File: config.mk
export PLATFORM = sky130hd
export DESIGN_NAME = lpht_ctrl
export DESIGN_NICKNAME = d
export VERILOG_FILES = /design/src/lpht_pkg.sv /design/src/lpht_ctrl.sv
export SDC_FILE = /design/constraint.sdc
export NUM_CORES = 1
export LEC_CHECK = 0
export ABC_CLOCK_PERIOD_IN_PS = 2200
export BUFFER_PORTS_ARGS = -buffer_cell sky130_fd_sc_hd__clkbuf_2
export CAP_MARGIN = 20
export CORE_AREA = 2 2 39 41
export CTS_BUF_LIST = sky130_fd_sc_hd__clkbuf_8
export CTS_CLUSTER_DIAMETER = 50
export DETAILED_ROUTE_END_ITERATION = 7
export DIE_AREA = 0 0 41 43
export GPL_TIMING_DRIVEN = 0
export PLACE_DENSITY_LB_ADDON = 0.08
export SETUP_SLACK_MARGIN = 0.15
export SLEW_MARGIN = 0
export SYNTH_ARGS = -nofsm -noshare
export SYNTH_HDL_FRONTEND = slang
export SYNTH_SLANG_ARGS = --single-unit
File: constraint.sdc
create_clock -name clk -period 2.2 [get_ports clk]
set_input_delay 0.33 -clock clk [delete_from_list [all_inputs] [get_ports clk]]
set_output_delay 0.33 -clock clk [all_outputs]
set_load 0.01 [all_outputs]
File: src/lpht_pkg.sv
// Shared constants, types and codes for the linear-probing hash table.
`default_nettype none
package lpht_pkg;

	// Table geometry; CAPACITY is a power of two.
	localparam int CAPACITY   = 64;
	localparam int CAP_LOG2   = $clog2(CAPACITY);
	localparam int IDX_W      = CAP_LOG2;
	localparam int STEP_W     = CAP_LOG2 + 1;
	localparam int COUNT_W    = 7;

	// Key and hash.
	localparam int KEY_BYTES  = 8;
	localparam int KEY_W      = 64;
	localparam int BIDX_W     = 3;
	localparam int LEN_W      = 4;
	localparam int HASH_W     = 32;
	localparam int VAL_W      = 32;
	localparam logic [HASH_W-1:0] HASH_SEED = 32'd5381;
	localparam int HASH_SHIFT = 5;

	// Command and result fields.
	localparam int CMD_W      = 2;
	localparam int STATUS_W   = 2;

	// Configuration port.
	localparam int CFG_W      = 3;
	localparam int PADDR_W    = 3;
	localparam int PDATA_W    = 32;
	localparam logic [CFG_W-1:0] SIZE_LOG2_RST = 3'd6;
	localparam logic REG_SIZE_LOG2 = 1'b0;

	typedef enum logic [CMD_W-1:0] {
		CMD_SET = 2'd0,
		CMD_GET = 2'd1,
		CMD_DEL = 2'd2,
		CMD_NOP = 2'd3
	} cmd_t;

	typedef enum logic [STATUS_W-1:0] {
		ST_OK        = 2'd0,
		ST_NOT_FOUND = 2'd1,
		ST_FULL      = 2'd2
	} status_t;

	typedef enum logic [2:0] {
		S_IDLE,
		S_HASH,
		S_READ,
		S_EVAL,
		S_COMMIT
	} state_t;

	// Controller to datapath.
	typedef struct packed {
		logic load;
		logic hash_step;
		logic probe_start;
		logic rd_issue;
		logic probe_eval;
		logic commit;
	} ctrl_cmd_t;

	// Datapath to controller.
	typedef struct packed {
		logic hash_done;
		logic is_nop;
		logic probe_last;
		logic out_free;
	} dp_stat_t;

	// One slot word in the table memory; live low marks a tombstone.
	typedef struct packed {
		logic              live;
		logic [HASH_W-1:0] hash;
		logic [KEY_W-1:0]  key;
		logic [VAL_W-1:0]  value;
	} slot_t;

endpackage
`default_nettype wire

File: src/lpht_ctrl.sv
// Sequencer for the hash table: hash, probe loop, commit.
`default_nettype none
module lpht_ctrl (
	input  logic                 clk,
	input  logic                 arst_n,
	input  logic                 in_valid,
	output logic                 in_stall,
	input  lpht_pkg::dp_stat_t   stat,
	output lpht_pkg::ctrl_cmd_t  ctl
);
	import lpht_pkg::*;

	state_t state_q;
	state_t state_d;

	always_ff @(posedge clk or negedge arst_n) begin
		if (!arst_n) begin
			state_q <= S_IDLE;
		end else begin
			state_q <= state_d;
		end
	end

	always_comb begin
		state_d = state_q;
		unique case (state_q)
			S_IDLE: begin
				if (in_valid) state_d = S_HASH;
			end
			S_HASH: begin
				if (stat.hash_done) state_d = stat.is_nop ? S_COMMIT : S_READ;
			end
			S_READ: begin
				state_d = S_EVAL;
			end
			S_EVAL: begin
				state_d = stat.probe_last ? S_COMMIT : S_READ;
			end
			S_COMMIT: begin
				if (stat.out_free) state_d = S_IDLE;
			end
			default: begin
				state_d = S_IDLE;
			end
		endcase
	end

	always_comb begin
		ctl      = '0;
		in_stall = 1'b1;
		unique case (state_q)
			S_IDLE: begin
				in_stall = 1'b0;
				ctl.load = in_valid;
			end
			S_HASH: begin
				ctl.hash_step   = !stat.hash_done;
				ctl.probe_start = stat.hash_done && !stat.is_nop;
			end
			S_READ: begin
				ctl.rd_issue = 1'b1;
			end
			S_EVAL: begin
				ctl.probe_eval = 1'b1;
			end
			S_COMMIT: begin
				ctl.commit = stat.out_free;
			end
			default: begin
				ctl = '0;
			end
		endcase
	end

endmodule
`default_nettype wire

==> impl_metrics.env <==
export IMPL_fin_cells=60
export IMPL_required_ns=1.87
export IMPL_fin_crit_ns=1.68
export IMPL_port_buffers=13
export IMPL_ant_nets=0
export IMPL_maxSlewHeadroom=0.835
export IMPL_clock_fmax_mhz=595
export IMPL_rows=14
export IMPL_synth_compound_area_frac=0.0805
export IMPL_fin_skew_ns=0.000674
export IMPL_grtUsageTotal=0.0685
export IMPL_wl_met2_um=256
export IMPL_drt_met1_wl_um=240
export IMPL_nNetsFinal=52
export IMPL_leakagePower_nw=0.189
export IMPL_die_area_um2=1760
export IMPL_end_kind="output pin"
export IMPL_layout_commonest_cell="clkbuf_2"
export IMPL_ys_flop_type="dfrtp_1"
export IMPL_slowest_delay_ns=0.38
export IMPL_via_per_inst=4.08
export IMPL_wl_per_cell_um=9.13
export IMPL_yosys_area_top_type="dfrtp_1"
export IMPL_power_density_nw_per_um2=1340
export IMPL_setup_tns_ns=0
export IMPL_slew_viol_final=0
export IMPL_synth_edff_count=0
export IMPL_htree_levels=1
export IMPL_synth_nets=33
export IMPL_critPathLaunchType="register"
export IMPL_netlist_top_cells_area="dfrtp_1 (34%), nor4bb_1 (9.2%), nor2_1 (6.9%)"
export IMPL_synth_distinct_cells=17
export IMPL_initial_core_util=0.157
export IMPL_cp_cell_sequence="clkbuf_2, or3_1, nor2_1, clkbuf_2"
export IMPL_top_regs="state_q (3)"
export IMPL_synth_area_mux_share=0
export IMPL_core_area_um2=1380
export IMPL_clockBufferDepth=2
export IMPL_ios=14
export IMPL_cts_resized=0
export IMPL_crit_path_frequent_cell="clkbuf_2"
export IMPL_fin_crit_sh=0.763
export IMPL_reg2reg_depth=3
export IMPL_yosys_warnings=0
export IMPL_die_x_um=41
export IMPL_drtIter0Drc=2
export IMPL_met3WireLength_um=50
export IMPL_syn_instance_count=26
export IMPL_routed_wl_um=548
export IMPL_rsz0062_at_grt="false"
export IMPL_synth_top_cell_area_share=0.345
export IMPL_synth_avg_cell_area_um2=8.37
export IMPL_finalPower_w=0.000480
export IMPL_cts_buffers=3
export IMPL_cp_max_fo=10
export IMPL_drt_first_pass_iters=3
export IMPL_ys_seq_area_frac=0.345
export IMPL_synth_top_family_by_area="simple AND/OR/NAND/NOR gates"
export IMPL_slowest_stage="or3_1"
export IMPL_max_flop_register="state_q"
export IMPL_synthAdderAreaFrac=0
export IMPL_drv_cap=0
export IMPL_setup_viol=0
export IMPL_drc_errors=0
export IMPL_grt_max_degree=11
export IMPL_diodes=0
export IMPL_die_y_um=43
export IMPL_vias=245
export IMPL_largest_register_ffs=3
export IMPL_placed_cells=55
export IMPL_clock_sinks=3
export IMPL_dp_hpwl_um=421
export IMPL_async_reset_ff_frac=1.00
export IMPL_area_growth_pct=64.4
export IMPL_clk_pin_slew_ns=0.03
export IMPL_final_cell_mix="clkbuf_2 (14), nor2_1 (4), clkbuf_8 (3), dfrtp_1 (3)"
export IMPL_clk_latency_ns=0.21
export IMPL_ys_ff_latch=3
export IMPL_cts_tree="done"
export IMPL_tightest_slew_ns=0.245
export IMPL_hold_viol_final=0
export IMPL_crit_type="register to output pin"
export IMPL_final_layout_size_suffix_gt1_frac=0.409
export IMPL_hold_path_class="input port to register"
export IMPL_synth_xor_xnor_area_share=0
export IMPL_synth_simple_area_share=0.511
export IMPL_grt_pass1_vias=208
export IMPL_status="finished clean"
export IMPL_grt_ovfl_total=0
export IMPL_post_route_util=0.259
export IMPL_vdd_drop_max_mv=0.366
export IMPL_whs_path_depth=3
export IMPL_cts_root_buf="clkbuf_8"
export IMPL_synth_area_um2=218
export IMPL_grt_pass1_wl_um=800
export IMPL_gp_congestion=0.662
export IMPL_arrival_ns=1.35
export IMPL_top_layer="met3"
export IMPL_grt_antenna_before_repair=0
## report_power, final
part           internal [W]  leakage (nW)  switching, W  total (W)
clock network      0.000119        0.0269     0.0000354   0.000154
logic              0.000102         0.123      0.000122   0.000224
registers         0.0000804        0.0387     0.0000210   0.000101
## worst paths after layout
kind	start	end	slack, ns
max	state_q[1]	ctl[5]	0.52
min	stat[0]	state_q[2]	0.42
max reg2reg	state_q[1]	state_q[0]	1.07
min reg2reg	state_q[1]	state_q[2]	0.55
max in group asynchronous	arst_n	state_q[0]	1.65
min in group asynchronous	arst_n	state_q[2]	0.44
## routing by layer
layer  global-route usage  vias up
met5                    0        -
met1               0.0877      107
li1                     -      130
met3               0.0157        0
met2               0.0906        8
met4               0.0600        0
## metrics by stage
| step | hold WS, ns | cell area [um2] | setup WS, ns |
|---|---|---|---|
| finish | 0.415 | 358 | 0.521 |
| global route | 0.422 | 358 | 0.425 |
| CTS | 0.410 | 358 | 0.508 |
| detailed placement | 0.128 | 303 | 0.738 |
| global placement | 0.127 | 303 | 0.757 |
| floorplan | 0.0344 | 218 | 0.769 |
## cells in the mapped netlist, types with 2 or more instances
cell	number
dfrtp_1	3
nand2_1	2
nor3b_1	2
nor4bb_1	2
a21oi_1	2
nor2_1	4
## logic make-up (layout without fill, tap and decap cells)
logic type | Yosys count | in the layout
simple gates | 17 | 17
buf+inv | 3 | 21
flops | 3 | 3
compound gates | 3 | 3
## final cells by class
cell class / count / area, um2
buffer: 2 / 10.0
clock buffer: 3 / 41.3
clock inverter: 1 / 3.75
fill: 161 / 1030
inverter: 1 / 3.75
multi-input combinational: 20 / 129
sequential: 3 / 75.1
tap: 16 / 20.0
timing repair buffer: 14 / 75.1
## worst max-delay path: cells and delay by family (launching register included)
family	cells	cell delay, ns
flops	1	0.36
simple gates	2	0.48
buf+inv	2	0.30
## what timing repair did
action                                 4_1_cts  5_1_grt
endpoints found under the hold margin        3        0
hold buffers                                 1        0
setup endpoints to repair                    0        0
setup buffers                                0        0
No activity file was read; power rests on OpenSTA's default activity.
